--- config.mk ---
export PLATFORM = sky130hd
export DESIGN_NAME = line_position_error_estimator_unit
export DESIGN_NICKNAME = d
export VERILOG_FILES = /design/src/rtl/lpe_pkg.sv /design/src/rtl/line_position_error_estimator_unit.sv /design/src/rtl/lpe_fifo.sv /design/src/rtl/lpe_front.sv /design/src/rtl/lpe_div.sv /design/src/rtl/lpe_back.sv
export SDC_FILE = /design/constraint.sdc
export NUM_CORES = 2
export LEC_CHECK = 0
export BUFFER_PORTS_ARGS = -buffer_cell sky130_fd_sc_hd__buf_2
export CORE_MARGIN = 1.5
export CORE_UTILIZATION = 39
export DETAILED_ROUTE_END_ITERATION = 8
export SLEW_MARGIN = 20
export SYNTH_ARGS = -nofsm -noshare
export SYNTH_HDL_FRONTEND = slang
export SYNTH_SLANG_ARGS = --single-unit
--- constraint.sdc ---
create_clock -name clk -period 8 [get_ports clk]
set_input_delay 0 -clock clk [delete_from_list [all_inputs] [get_ports clk]]
set_output_delay 0 -clock clk [all_outputs]
set_load 0.005 [all_outputs]
--- src/rtl/lpe_pkg.sv ---
// Shared types and constants of the line position error estimator.
// Depends on nothing; every other file but lpe_fifo refers to it by scoped names.
package lpe_pkg;

	localparam int SAMPLE_FIELD_BITS = 10;
	localparam int DIST_BITS         = 10;
	localparam int WEIGHT_BITS       = 8;
	localparam int SCALE_BITS        = 12;
	localparam int TOTAL_BITS        = 12;
	localparam int LOST_BITS         = 19;
	localparam int ERROR_BITS        = 20;
	localparam int PRODUCT_BITS      = 19;
	localparam int WSUM_BITS         = 20;
	localparam int SCALED_BITS       = 32;
	localparam int DIVIDEND_BITS     = 31;
	localparam int CFG_INDEX_BITS    = 3;
	localparam int CFG_DATA_BITS     = 19;

	// Configuration register indexes
	typedef enum logic [CFG_INDEX_BITS-1:0] {
		REG_LEFT_WT       = 3'd0,
		REG_MID_WT        = 3'd1,
		REG_RIGHT_WT      = 3'd2,
		REG_ERR_GAIN      = 3'd3,
		REG_MIN_TOTAL     = 3'd4,
		REG_LOST_ERROR    = 3'd5,
		REG_STOP_DISTANCE = 3'd6
	} cfg_reg_t;

	typedef enum logic [1:0] {
		KIND_ERROR   = 2'd0,
		KIND_STOP    = 2'd1,
		KIND_TIMEOUT = 2'd2
	} report_kind_t;

	// Direction of the last computed error
	typedef enum logic [1:0] {
		SIGN_NONE = 2'd0,
		SIGN_POS  = 2'd1,
		SIGN_NEG  = 2'd2
	} sign_t;

	// What the back end has to do with a queued job
	typedef enum logic [2:0] {
		JOB_STOP,
		JOB_TIMEOUT,
		JOB_LOST,
		JOB_ZERO,
		JOB_CALC
	} job_kind_t;

	typedef enum logic [2:0] {
		B_IDLE,
		B_DECIDE,
		B_MUL,
		B_SUM,
		B_SCALE,
		B_START,
		B_DIV,
		B_OUT
	} back_state_t;

	typedef struct packed {
		logic                         distance_valid;
		logic [DIST_BITS-1:0]         distance;
		logic                         adc_ok;
		logic [SAMPLE_FIELD_BITS-1:0] left_sample;
		logic [SAMPLE_FIELD_BITS-1:0] mid_sample;
		logic [SAMPLE_FIELD_BITS-1:0] right_sample;
	} sense_word_t;

	typedef struct packed {
		report_kind_t                  report_kind;
		logic signed [ERROR_BITS-1:0]  error_value;
	} report_word_t;

	typedef struct packed {
		logic signed [WEIGHT_BITS-1:0] left_wt;
		logic signed [WEIGHT_BITS-1:0] mid_wt;
		logic signed [WEIGHT_BITS-1:0] right_wt;
		logic [SCALE_BITS-1:0]         err_gain;
		logic [TOTAL_BITS-1:0]         min_total;
		logic [LOST_BITS-1:0]          lost_error;
		logic [DIST_BITS-1:0]          stop_distance;
	} cfg_t;

	typedef struct packed {
		job_kind_t                    kind;
		logic [SAMPLE_FIELD_BITS-1:0] left_sample;
		logic [SAMPLE_FIELD_BITS-1:0] mid_sample;
		logic [SAMPLE_FIELD_BITS-1:0] right_sample;
		logic [TOTAL_BITS-1:0]        total;
	} job_t;

endpackage

--- src/rtl/line_position_error_estimator_unit.sv ---
// Line position error estimator, top level: config registers, front end,
// job queue, back end and report queue. Uses lpe_pkg, lpe_front, lpe_fifo, lpe_back.
// Stop, timeout, lost-line and zero-total jobs pass the back end's decide and output
// states; a computed error also passes multiply, sum, scale, start and the 31-step
// restoring divider. The back end starts a job only after pushing the last report.
// Reset clears the queues, the sequencer and the last direction, and returns
// all configuration registers to their defaults.
module line_position_error_estimator_unit #(
	parameter int SAMPLE_BITS = 10
) (
	input  logic                                 clk,
	input  logic                                 arst_n,
	input  logic                                 push,
	output logic                                 full,
	input  lpe_pkg::sense_word_t                 sense,
	output logic                                 empty,
	input  logic                                 pop,
	output lpe_pkg::report_word_t                report,
	input  logic                                 cfg_wr_en,
	input  logic [lpe_pkg::CFG_INDEX_BITS-1:0]   cfg_index,
	input  logic [lpe_pkg::CFG_DATA_BITS-1:0]    cfg_data
);

	lpe_pkg::cfg_t         cfg_q;
	lpe_pkg::job_t         job_new;
	lpe_pkg::job_t         job_rd;
	logic [$bits(lpe_pkg::job_t)-1:0]         job_rd_bits;
	logic [$bits(lpe_pkg::report_word_t)-1:0] report_bits;
	logic                  job_empty;
	logic                  job_pop;
	logic                  res_full;
	logic                  res_push;
	lpe_pkg::report_word_t res_word;

	// configuration registers
	always_ff @(posedge clk or negedge arst_n) begin
		if (!arst_n) begin
			cfg_q.left_wt       <= -8'sd1;
			cfg_q.mid_wt        <= 8'sd0;
			cfg_q.right_wt      <= 8'sd1;
			cfg_q.err_gain      <= 12'd1000;
			cfg_q.min_total     <= 12'd300;
			cfg_q.lost_error    <= 19'd1000;
			cfg_q.stop_distance <= 10'd20;
		end else if (cfg_wr_en) begin
			unique case (cfg_index)
				lpe_pkg::REG_LEFT_WT:       cfg_q.left_wt       <= cfg_data[7:0];
				lpe_pkg::REG_MID_WT:        cfg_q.mid_wt        <= cfg_data[7:0];
				lpe_pkg::REG_RIGHT_WT:      cfg_q.right_wt      <= cfg_data[7:0];
				lpe_pkg::REG_ERR_GAIN:      cfg_q.err_gain      <= cfg_data[11:0];
				lpe_pkg::REG_MIN_TOTAL:     cfg_q.min_total     <= cfg_data[11:0];
				lpe_pkg::REG_LOST_ERROR:    cfg_q.lost_error    <= cfg_data[18:0];
				lpe_pkg::REG_STOP_DISTANCE: cfg_q.stop_distance <= cfg_data[9:0];
				default: ;
			endcase
		end
	end

	lpe_front #(
		.SAMPLE_BITS (SAMPLE_BITS)
	) u_front (
		.sense (sense),
		.cfg   (cfg_q),
		.job   (job_new)
	);

	// job queue between front and back
	lpe_fifo #(
		.WIDTH      ($bits(lpe_pkg::job_t)),
		.DEPTH_LOG2 (1)
	) u_job_q (
		.clk     (clk),
		.arst_n  (arst_n),
		.push    (push),
		.wr_data (job_new),
		.full    (full),
		.pop     (job_pop),
		.rd_data (job_rd_bits),
		.empty   (job_empty)
	);

	assign job_rd = lpe_pkg::job_t'(job_rd_bits);

	lpe_back u_back (
		.clk       (clk),
		.arst_n    (arst_n),
		.cfg       (cfg_q),
		.job_empty (job_empty),
		.job_rd    (job_rd),
		.job_pop   (job_pop),
		.res_full  (res_full),
		.res_push  (res_push),
		.res_word  (res_word)
	);

	// report queue towards the consumer
	lpe_fifo #(
		.WIDTH      ($bits(lpe_pkg::report_word_t)),
		.DEPTH_LOG2 (1)
	) u_res_q (
		.clk     (clk),
		.arst_n  (arst_n),
		.push    (res_push),
		.wr_data (res_word),
		.full    (res_full),
		.pop     (pop),
		.rd_data (report_bits),
		.empty   (empty)
	);

	assign report = lpe_pkg::report_word_t'(report_bits);

	// checks
	a_stop_or_timeout_zero: assert property (@(posedge clk) disable iff (!arst_n)
		(!empty && report.report_kind != lpe_pkg::KIND_ERROR) |-> (report.error_value == '0))
		else $error("non-error report carries a non-zero error value");

	a_kind_legal: assert property (@(posedge clk) disable iff (!arst_n)
		!empty |-> (report.report_kind == lpe_pkg::KIND_ERROR
			|| report.report_kind == lpe_pkg::KIND_STOP
			|| report.report_kind == lpe_pkg::KIND_TIMEOUT))
		else $error("report kind code out of range");

	a_job_queued: assert property (@(posedge clk) disable iff (!arst_n)
		(push && !full) |=> !job_empty)
		else $error("accepted word missing from the job queue");

	a_pop_only_when_waiting: assert property (@(posedge clk) disable iff (!arst_n)
		job_pop |-> !job_empty)
		else $error("back end popped an empty job queue");

endmodule

--- src/rtl/lpe_fifo.sv ---
// Small register queue of fixed-width words with full and empty flags.
// Depends on nothing; used for the job queue and the report queue.
module lpe_fifo #(
	parameter int WIDTH      = 8,
	parameter int DEPTH_LOG2 = 1
) (
	input  logic             clk,
	input  logic             arst_n,
	input  logic             push,
	input  logic [WIDTH-1:0] wr_data,
	output logic             full,
	input  logic             pop,
	output logic [WIDTH-1:0] rd_data,
	output logic             empty
);

	localparam int DEPTH = 1 << DEPTH_LOG2;

	logic [WIDTH-1:0]      mem_q [DEPTH];
	logic [DEPTH_LOG2-1:0] wr_ptr_q;
	logic [DEPTH_LOG2-1:0] rd_ptr_q;
	logic [DEPTH_LOG2:0]   count_q;
	logic                  do_push;
	logic                  do_pop;

	assign full    = (count_q == (DEPTH_LOG2+1)'(DEPTH));
	assign empty   = (count_q == '0);
	assign do_push = push & ~full;
	assign do_pop  = pop & ~empty;
	assign rd_data = mem_q[rd_ptr_q];

	// pointers and fill count
	always_ff @(posedge clk or negedge arst_n) begin
		if (!arst_n) begin
			wr_ptr_q <= '0;
			rd_ptr_q <= '0;
			count_q  <= '0;
		end else begin
			if (do_push) wr_ptr_q <= wr_ptr_q + 1'b1;
			if (do_pop)  rd_ptr_q <= rd_ptr_q + 1'b1;
			if (do_push && !do_pop)      count_q <= count_q + 1'b1;
			else if (do_pop && !do_push) count_q <= count_q - 1'b1;
		end
	end

	// storage
	always_ff @(posedge clk) begin
		if (do_push) mem_q[wr_ptr_q] <= wr_data;
	end

endmodule

--- src/rtl/lpe_front.sv ---
// Front end: masks the samples, forms their total and classifies the word.
// Depends on lpe_pkg.
module lpe_front #(
	parameter int SAMPLE_BITS = 10
) (
	input  lpe_pkg::sense_word_t sense,
	input  lpe_pkg::cfg_t        cfg,
	output lpe_pkg::job_t        job
);

	localparam logic [lpe_pkg::SAMPLE_FIELD_BITS-1:0] SMASK =
		lpe_pkg::SAMPLE_FIELD_BITS'((64'd1 << SAMPLE_BITS) - 64'd1);

	logic [lpe_pkg::SAMPLE_FIELD_BITS-1:0] l;
	logic [lpe_pkg::SAMPLE_FIELD_BITS-1:0] m;
	logic [lpe_pkg::SAMPLE_FIELD_BITS-1:0] r;
	logic [lpe_pkg::TOTAL_BITS-1:0]        total;

	assign l = sense.left_sample & SMASK;
	assign m = sense.mid_sample & SMASK;
	assign r = sense.right_sample & SMASK;
	assign total = lpe_pkg::TOTAL_BITS'(l) + lpe_pkg::TOTAL_BITS'(m)
		+ lpe_pkg::TOTAL_BITS'(r);

	// classification; obstacle test has priority, then ADC failure
	always_comb begin
		job.left_sample  = l;
		job.mid_sample   = m;
		job.right_sample = r;
		job.total        = total;
		if (sense.distance_valid && (sense.distance < cfg.stop_distance))
			job.kind = lpe_pkg::JOB_STOP;
		else if (!sense.adc_ok)
			job.kind = lpe_pkg::JOB_TIMEOUT;
		else if (total < cfg.min_total)
			job.kind = lpe_pkg::JOB_LOST;
		else if (total == '0)
			job.kind = lpe_pkg::JOB_ZERO;
		else
			job.kind = lpe_pkg::JOB_CALC;
	end

endmodule

--- src/rtl/lpe_div.sv ---
// Restoring divider, one quotient bit per cycle, unsigned operands.
// Depends on lpe_pkg for the operand widths.
module lpe_div (
	input  logic                                clk,
	input  logic                                arst_n,
	input  logic                                start,
	input  logic [lpe_pkg::DIVIDEND_BITS-1:0]   dividend,
	input  logic [lpe_pkg::TOTAL_BITS-1:0]      divisor,
	output logic                                done,
	output logic [lpe_pkg::DIVIDEND_BITS-1:0]   quotient
);

	localparam int DW = lpe_pkg::DIVIDEND_BITS;
	localparam int VW = lpe_pkg::TOTAL_BITS;
	localparam int CW = $clog2(DW);

	logic [DW-1:0] dvd_q;
	logic [VW-1:0] rem_q;
	logic [VW-1:0] div_q;
	logic [CW-1:0] cnt_q;
	logic          busy_q;
	logic          done_q;
	logic [VW:0]   rem_sh;
	logic [VW+1:0] diff;
	logic          q_bit;

	// one trial subtraction
	assign rem_sh = {rem_q, dvd_q[DW-1]};
	assign diff   = {1'b0, rem_sh} - {2'b00, div_q};
	assign q_bit  = ~diff[VW+1];

	assign done     = done_q;
	assign quotient = dvd_q;

	// step control
	always_ff @(posedge clk or negedge arst_n) begin
		if (!arst_n) begin
			busy_q <= 1'b0;
			done_q <= 1'b0;
			cnt_q  <= '0;
		end else begin
			done_q <= 1'b0;
			if (start) begin
				busy_q <= 1'b1;
				cnt_q  <= '0;
			end else if (busy_q) begin
				cnt_q <= cnt_q + 1'b1;
				if (cnt_q == CW'(DW - 1)) begin
					busy_q <= 1'b0;
					done_q <= 1'b1;
				end
			end
		end
	end

	// remainder and dividend/quotient shift register
	always_ff @(posedge clk) begin
		if (start) begin
			dvd_q <= dividend;
			div_q <= divisor;
			rem_q <= '0;
		end else if (busy_q) begin
			dvd_q <= {dvd_q[DW-2:0], q_bit};
			rem_q <= q_bit ? diff[VW-1:0] : rem_sh[VW-1:0];
		end
	end

endmodule

--- src/rtl/lpe_back.sv ---
// Back end: takes jobs from the queue, runs the weighted-sum arithmetic and
// the divider, tracks the last direction and hands reports on. Uses lpe_pkg, lpe_div.
module lpe_back (
	input  logic                  clk,
	input  logic                  arst_n,
	input  lpe_pkg::cfg_t         cfg,
	input  logic                  job_empty,
	input  lpe_pkg::job_t         job_rd,
	output logic                  job_pop,
	input  logic                  res_full,
	output logic                  res_push,
	output lpe_pkg::report_word_t res_word
);

	lpe_pkg::back_state_t state_q;
	lpe_pkg::back_state_t state_d;
	lpe_pkg::job_t        job_q;
	lpe_pkg::sign_t       last_sign_q;
	lpe_pkg::report_word_t result_q;

	logic signed [lpe_pkg::PRODUCT_BITS-1:0] p_l_q;
	logic signed [lpe_pkg::PRODUCT_BITS-1:0] p_m_q;
	logic signed [lpe_pkg::PRODUCT_BITS-1:0] p_r_q;
	logic signed [lpe_pkg::WSUM_BITS-1:0]    ws_q;
	logic signed [lpe_pkg::SCALED_BITS-1:0]  prod_q;
	logic [lpe_pkg::SCALED_BITS-1:0]         prod_abs;
	logic                                    div_start;
	logic                                    div_done;
	logic [lpe_pkg::DIVIDEND_BITS-1:0]       quotient;
	logic [lpe_pkg::ERROR_BITS-1:0]          q_low;
	logic [lpe_pkg::ERROR_BITS-1:0]          err_calc;
	lpe_pkg::sign_t                          sign_calc;
	logic [lpe_pkg::ERROR_BITS-1:0]          lost_mag;
	logic [lpe_pkg::ERROR_BITS-1:0]          lost_val;

	lpe_div u_div (
		.clk      (clk),
		.arst_n   (arst_n),
		.start    (div_start),
		.dividend (prod_abs[lpe_pkg::DIVIDEND_BITS-1:0]),
		.divisor  (job_q.total),
		.done     (div_done),
		.quotient (quotient)
	);

	// magnitude of the scaled sum; the sign is restored after division
	assign prod_abs = prod_q[lpe_pkg::SCALED_BITS-1] ? ('0 - prod_q) : prod_q;
	assign q_low    = quotient[lpe_pkg::ERROR_BITS-1:0];
	assign err_calc = prod_q[lpe_pkg::SCALED_BITS-1] ? ('0 - q_low) : q_low;
	assign sign_calc = (quotient == '0) ? lpe_pkg::SIGN_NONE :
		(prod_q[lpe_pkg::SCALED_BITS-1] ? lpe_pkg::SIGN_NEG : lpe_pkg::SIGN_POS);

	// lost line: follow the last direction, code 3 counts as none
	assign lost_mag = {1'b0, cfg.lost_error};
	always_comb begin
		case (last_sign_q)
			lpe_pkg::SIGN_POS: lost_val = lost_mag;
			lpe_pkg::SIGN_NEG: lost_val = '0 - lost_mag;
			default:           lost_val = '0;
		endcase
	end

	assign res_word = result_q;

	// state register
	always_ff @(posedge clk or negedge arst_n) begin
		if (!arst_n) state_q <= lpe_pkg::B_IDLE;
		else         state_q <= state_d;
	end

	// sequencer
	always_comb begin
		state_d   = state_q;
		job_pop   = 1'b0;
		res_push  = 1'b0;
		div_start = 1'b0;
		unique case (state_q)
			lpe_pkg::B_IDLE: begin
				if (!job_empty) begin
					job_pop = 1'b1;
					state_d = lpe_pkg::B_DECIDE;
				end
			end
			lpe_pkg::B_DECIDE: begin
				state_d = (job_q.kind == lpe_pkg::JOB_CALC) ? lpe_pkg::B_MUL : lpe_pkg::B_OUT;
			end
			lpe_pkg::B_MUL:   state_d = lpe_pkg::B_SUM;
			lpe_pkg::B_SUM:   state_d = lpe_pkg::B_SCALE;
			lpe_pkg::B_SCALE: state_d = lpe_pkg::B_START;
			lpe_pkg::B_START: begin
				div_start = 1'b1;
				state_d   = lpe_pkg::B_DIV;
			end
			lpe_pkg::B_DIV: begin
				if (div_done) state_d = lpe_pkg::B_OUT;
			end
			lpe_pkg::B_OUT: begin
				if (!res_full) begin
					res_push = 1'b1;
					state_d  = lpe_pkg::B_IDLE;
				end
			end
			default: state_d = lpe_pkg::B_IDLE;
		endcase
	end

	// last direction seen
	always_ff @(posedge clk or negedge arst_n) begin
		if (!arst_n) begin
			last_sign_q <= lpe_pkg::SIGN_NONE;
		end else if (state_q == lpe_pkg::B_DECIDE && job_q.kind == lpe_pkg::JOB_ZERO) begin
			last_sign_q <= lpe_pkg::SIGN_NONE;
		end else if (state_q == lpe_pkg::B_DIV && div_done) begin
			last_sign_q <= sign_calc;
		end
	end

	// datapath
	always_ff @(posedge clk) begin
		case (state_q)
			lpe_pkg::B_IDLE: begin
				if (job_pop) job_q <= job_rd;
			end
			lpe_pkg::B_DECIDE: begin
				result_q.error_value <= '0;
				case (job_q.kind)
					lpe_pkg::JOB_STOP:    result_q.report_kind <= lpe_pkg::KIND_STOP;
					lpe_pkg::JOB_TIMEOUT: result_q.report_kind <= lpe_pkg::KIND_TIMEOUT;
					lpe_pkg::JOB_LOST: begin
						result_q.report_kind <= lpe_pkg::KIND_ERROR;
						result_q.error_value <= lost_val;
					end
					default:              result_q.report_kind <= lpe_pkg::KIND_ERROR;
				endcase
			end
			lpe_pkg::B_MUL: begin
				p_l_q <= $signed({1'b0, job_q.left_sample}) * $signed(cfg.left_wt);
				p_m_q <= $signed({1'b0, job_q.mid_sample}) * $signed(cfg.mid_wt);
				p_r_q <= $signed({1'b0, job_q.right_sample}) * $signed(cfg.right_wt);
			end
			lpe_pkg::B_SUM: ws_q <= p_l_q + p_m_q + p_r_q;
			lpe_pkg::B_SCALE: prod_q <= ws_q * $signed({1'b0, cfg.err_gain});
			lpe_pkg::B_DIV: begin
				if (div_done) begin
					result_q.report_kind <= lpe_pkg::KIND_ERROR;
					result_q.error_value <= err_calc;
				end
			end
			default: ;
		endcase
	end

endmodule
# Yosys cells after proc, flatten, opt, wreduce, memory -nomap -nowiden
# Memories as Yosys holds them, arrays and structs flattened. A register that Yosys moved wholly into a read port is not among the register bits.
# Index checks and enable logic that the tools add are counted.
# totals
out_inout_bits	24
mem_count	2
elab_cells	164
register_bits	283
mem_bits_rw	134
inputBits	69
# memory_table
memory	words	word_bits	read_ports	rd_clocked_by_memory_dff	wr	line_no	text
u_job_q.mem_q	2	45	1	1	1	lpe_fifo.sv:19	logic [WIDTH-1:0] mem_q [DEPTH];
u_res_q.mem_q	2	22	1	0	1	lpe_fifo.sv:19	
# op_classes
bitwise	9
n_reduce_logical	33
addsub	17
n_mux	44
order_cmp	2
n_mul	4
n_eq_ne	25
# ops
cell	n
two-way mux 31 bit	3
multiplier 11 x 8 -> 19 bit	3
one-hot mux 22 bit (2 select lines)	1
two-way mux 20 bit	2
one-hot mux 20 bit (2 select lines)	1
multiplier 20 x 13 -> 32 bit	1
zero test 31 bit	1
subtractor 1 x 31 -> 31 bit (first input constant)	1
equality test 3 bit (second input constant)	8
two-way mux 3 bit	8
one-hot mux 3 bit (8 select lines)	1
two-way mux 22 bit	1
adder 19 x 19 -> 20 bit	1
adder 20 x 19 -> 20 bit	1
subtractor 1 x 19 -> 20 bit (first input constant)	1
subtractor 1 x 20 -> 20 bit (first input constant)	1
equality test 3 x 2 -> 1 bit (second input constant)	6
AND reduction 2 bit	9
two-way mux 2 bit	8
two-way mux 1 bit	15
subtractor 13 x 12 -> 14 bit	1
adder 12 x 10 -> 12 bit	1
zero test 12 bit	1
less-than comparator 12 bit	1
22 further kinds	57

# Logic depth before layout (Yosys ltp)
# logic_depth
depth_word	8
ltp_mapped	22
mapped_depth_nobuf	21

# Hierarchy
# From an unflattened synthesis, not the netlist that was laid out.
# hier_totals
cells_unflattened	3460
hier_area_um2	38434.4
# by_module_without_submodules
module	instances	cells_each	area_each_um2
lpe_back	1	2595	25346.8
lpe_fifo (u_job_q)	1	159	3643.5
lpe_div	1	262	3153.0
line_position_error_estimator_unit	1	168	2969.1
lpe_fifo (u_res_q)	1	87	1788.0
lpe_front	1	189	1534.0

# Least setup slack after synthesis
# Ideal clock, no wire load.
# synth_timing
path_kind	register to register
startpoint	reg u_back.state_q[0]
endpoint	reg u_job_q.count_q[1]
path_buffers	1
stages_incl_launch_ff	8
period_less_slack_ns	6.167
setup_ns	0.079
arrival_ns	6.087
setup_slack_ns	1.833
cell_sequence	dfrtp_1 clkbuf_1 nor4_1 inv_1 ha_1 xor2_1 nor2_1 xor2_1
# synth_between
elab_chain_len	6
elab_cells_between_ends	8
# synth_rtl
element	line_no	text
from (decl)	lpe_back.sv:15	lpe_pkg::back_state_t state_q;
from (signal assigned)	lpe_back.sv:67	if (!arst_n) state_q <= lpe_pkg::B_IDLE;
from (signal assigned)	lpe_back.sv:68	else state_q <= state_d;
zero test 3 bit (*)	lpe_back.sv:77	unique case (state_q)
two-way mux 1 bit (*)	lpe_back.sv:77	
bitwise AND 1 bit (*)	lpe_fifo.sv:29	assign do_pop = pop & ~empty;
named net u_job_q.do_pop	lpe_fifo.sv:24	logic do_pop;
zero test 1 bit	lpe_fifo.sv:41	if (do_push && !do_pop) count_q <= count_q + 1'b1;
logical AND 1 bit	lpe_fifo.sv:41	
two-way mux 2 bit or nonzero test 2 bit (tied branches)	--	
to (signal assigned)	lpe_fifo.sv:41	
to (signal assigned)	lpe_fifo.sv:42	else if (do_pop && !do_push) count_q <= count_q - 1'b1;
to (decl)	lpe_fifo.sv:22	logic [DEPTH_LOG2:0] count_q;
# The timed path passes the listed nets; every way through them passes the cells marked *.
# A chain may end at the register's enable or synchronous reset.

# Final worst setup path
# layout_timing
startpoint	reg cfg_q[42] (netlist name)
endpoint	reg u_back.prod_q[30] (netlist name), data pin
# layout_between
elab_chain_len	1
# layout_rtl
element	line_no	text
from (decl)	line_position_error_estimator_unit.sv:24	lpe_pkg::cfg_t cfg_q;
multiplier 20 x 13 -> 32 bit	lpe_back.sv:142	lpe_pkg::B_SCALE: prod_q <= ws_q * $signed({1'b0, cfg.err_gain});
to (signal assigned)	lpe_back.sv:142	
to (decl)	lpe_back.sv:25	logic signed [lpe_pkg::SCALED_BITS-1:0] prod_q;
# Every way passes these cells.

==> results by group <==
Route
  • DR iter-0 viols: 1381
  • Routed Antenna Nets: 0
  • DRC errors left: 0
  • Via density: 4.88
  • Drt pass-1 iters: 5
  • Routed via count: 23809
  • Routed WL: 80.7 mm
  • Avg WL per Cell: 16.5 um

Floorplan
  • Initial Utilization: 39.4%
  • CORE AREA: 95200 um2
  • Die area: 97900 um2
  • # IOs: 93
  • Die Y: 313 um
  • Die X: 313 um
  • Rows: 113

Timing
  • Final period util: 78.4%
  • Hold Violations, Final: 0
  • Tmin final: 6.27 ns
  • Worst Tran Pin Value: 1.05 ns
  • Setup_tns: 0 ns
  • # setup viols final: 0
  • Final number of max-transition violations: 0
  • RSZ-0062 raised after global routing: false
  • Clk_skew: 0.0404 ns
  • Peak Freq: 0.159 GHz
  • Max-slew headroom: 29.9%

Setup path
  • Worst Path Max Fanout: 21
  • Worst EP required: 8.36 ns
  • CP Data Arrival Time: 6.63 ns
  • WS Path Type: reg2reg
  • Startpoint type of the worst setup path: flip-flop
  • CP Capture Type: flip-flop

Clock network
  • CTS H-tree lvls: 2
  • Sink Count: 462
  • CTS tree: built
  • Clock transition at path regs: 0.06 ns
  • # hold bufs at CTS: 70
  • Clk Tree Root Cell: clkbuf_16
  • Num CTS Buffers: 50
  • Clk_lat worst skew: 0.62 ns
  • Post_cts resized: 0
  • Post-CTS setup repair buffer count: 0
  • Clock Tree Buf Depth: 3

Yosys
  • Synth Area in XOR/XNOR: 4.18%
  • Ys async rst share: 21.0%
  • Average size of a mapped cell: 10.8 um2
  • Synth Area in Simple Gates: 11.9%
  • Mapped cell area: 37500 um2
  • Most used DFF post-synth: edfxtp_1
  • Largest family of logic cells by synthesized area: adder cells
  • Cell count after synthesis: 3460
  • EDFF count, synth: 353
  • Synth area leader: edfxtp_1
  • Synth Area in Compound Gates: 6.66%
  • Post-synth top area share: 28.3%
  • Sequential fraction of the synthesis area: 35.5%
  • Largest cells by area after synthesis: edfxtp_1 (28%), fa_1 (21%), ha_1 (9.8%)
  • Mux share of post-synthesis cell area: 4.15%
  • Yosys cell types: 74
  • Synth Area in Adders: 30.4%
  • Post-synthesis register bit count: 462
  • YS warnings: 0
  • Syn nets: 4207

Layout
  • Layout area overhead: 11.3%
  • Share of layout cells above drive strength 1: 10.2%
  • Nets: 4324

GRT
  • Overall Global Routing Usage: 16.7%
  • First-pass GRT wire length: 130 mm
  • Vias in the first global route: 24133
  • Largest net degree at the start of global routing: 74
  • Total gr overflow: 0
  • Antenna violations before repair: 2

Placement
  • Input/output buffers: 92
  • Global placer's final weighted congestion: 0.851
  • Post-DP HPWL: 62.7 mm

Hold path
  • Worst hold path type: in2reg

Run status
  • Status: finished clean

Job
  • Max_cap viols: 0
[registers in the layout, summed over array words and instances, names as in the netlist, 20 cells and up]
signal and cells:
u_job_q.mem_q 90, u_back.res_word 22, cfg_q 77, u_back.ws_q 20, u_res_q.mem_q 44, u_back.prod_q 32, u_back.u_div.quotient 31, u_back.job_q 45
[cells in the final DEF (no fill, tap or decap), types with 11 or more instances in the layout]
master / synthesis / routed
xor2_1: 86 / 86
nand2_1: 341 / 341
clkbuf_16: 0 / 51
a211oi_1: 13 / 13
mux2_2: 131 / 131
a21oi_1: 85 / 85
ha_1: 293 / 293
a22oi_1: 13 / 13
edfxtp_1: 353 / 353
nand3_1: 12 / 12
dfstp_2: 27 / 27
nand2b_1: 39 / 39
nor2b_1: 26 / 25
nor2_1: 103 / 101
o21a_1: 14 / 14
a21o_1: 40 / 40
buf_4: 0 / 17
nor4_1: 12 / 11
or3_1: 16 / 16
nor3_1: 24 / 23
dlygate4sd3_1: 0 / 70
xnor2_1: 93 / 93
buf_2: 0 / 91
o31ai_1: 16 / 16
dfrtp_1: 70 / 69
o22ai_1: 24 / 24
fa_1: 385 / 385
o21ai_0: 117 / 116
and2_1: 253 / 253
dfxtp_1: 12 / 12
inv_1: 611 / 611
[path summary, 6_finish.rpt]
| kind | from | endpoint | slack [ns] | cells past startpoint |
|---|---|---|---|---|
| setup / recovery | cfg_q[42] | u_back.prod_q[30] | 1.73 | 20 |
| hold / removal | sense[25] | u_job_q.mem_q[1][37] | 0.15 | 2 |
| setup reg to reg | cfg_q[42] | u_back.prod_q[30] | 1.73 | 20 |
| hold reg to reg | u_back.job_q[11] | u_back.u_div.div_q[11] | 0.42 | 0 |
| max in group asynchronous | arst_n | u_job_q.rd_ptr_q | 5.97 | 4 |
| min in group asynchronous | arst_n | cfg_q[71] | 0.55 | 3 |
[worst max-delay path: stages, from the launching register on]
cell,delay (ns)
dfrtp_1,0.59
and2_1,0.30
fa_1,0.53
inv_1,0.05
fa_1,0.47
inv_1,0.05
fa_1,0.50
fa_1,0.55
inv_1,0.05
fa_1,0.47
inv_1,0.04
ha_1,0.36
a211oi_1,0.33
o21ai_0,0.14
o311ai_0,0.38
nand2_1,0.16
a41oi_1,0.40
o21ai_0,0.15
a21oi_1,0.23
o21ai_0,0.12
xor2_1,0.15
[per-stage QoR]
step           cells  setup WS (ns)  hold WS (ns)  utilization, %  area, um2
2_1_floorplan   3460           1.83        -0.296               -      37500
3_3_place_gp    4720           1.74       -0.0497            41.2      39200
3_5_place_dp    4720           1.73       -0.0536            41.2      39200
4_1_cts         4882           1.70         0.115            43.8      41700
5_1_grt         4882           1.30         0.127            43.8      41700
6_report        4883           1.73         0.147            43.8      41700
[synthesized netlist by cell type, drive strengths merged (70+ instances only)]
master and instances:
mux2 131, and2 253, xor2 86, edfxtp 353, fa 385, o21ai 120, ha 293, clkbuf 107
dfrtp 70, a21oi 85, nand2 341, inv 611, nor2 103, xnor2 93
[logic make-up after synthesis]
logic type	Yosys count
AND/OR/NAND/NOR	882
XOR/XNOR	179
AO/OA/AOI/OAI	395
adder cells (fa/ha/maj)	678
multiplexers	139
flip-flops	462
buffers and inverters	725
[layer usage]
| metal | part of all wire (%) | track usage (%) | vias up |
|---|---|---|---|
| met3 | 3.7 | 2.06 | 109 |
| met5 | 0 | 0 | - |
| met4 | 2.5 | 4.62 | 0 |
| met2 | 47 | 27.3 | 386 |
| li1 | - | - | 11492 |
| met1 | 47 | 23.4 | 11822 |
[layout make-up]
type                       instances  area (um2)
fill                            8967       53500
multi-input combinational       2273       21500
sequential                       462       13300
inverter                         612        2300
tap                             1265        1580
clock buffer                      59        1330
timing repair buffer             178        1280
clock inverter                    33         400
antenna                            1        2.50
Power is not shown: default switching activity piles up to over one toggle a cycle in this logic, so the estimate is an artifact.
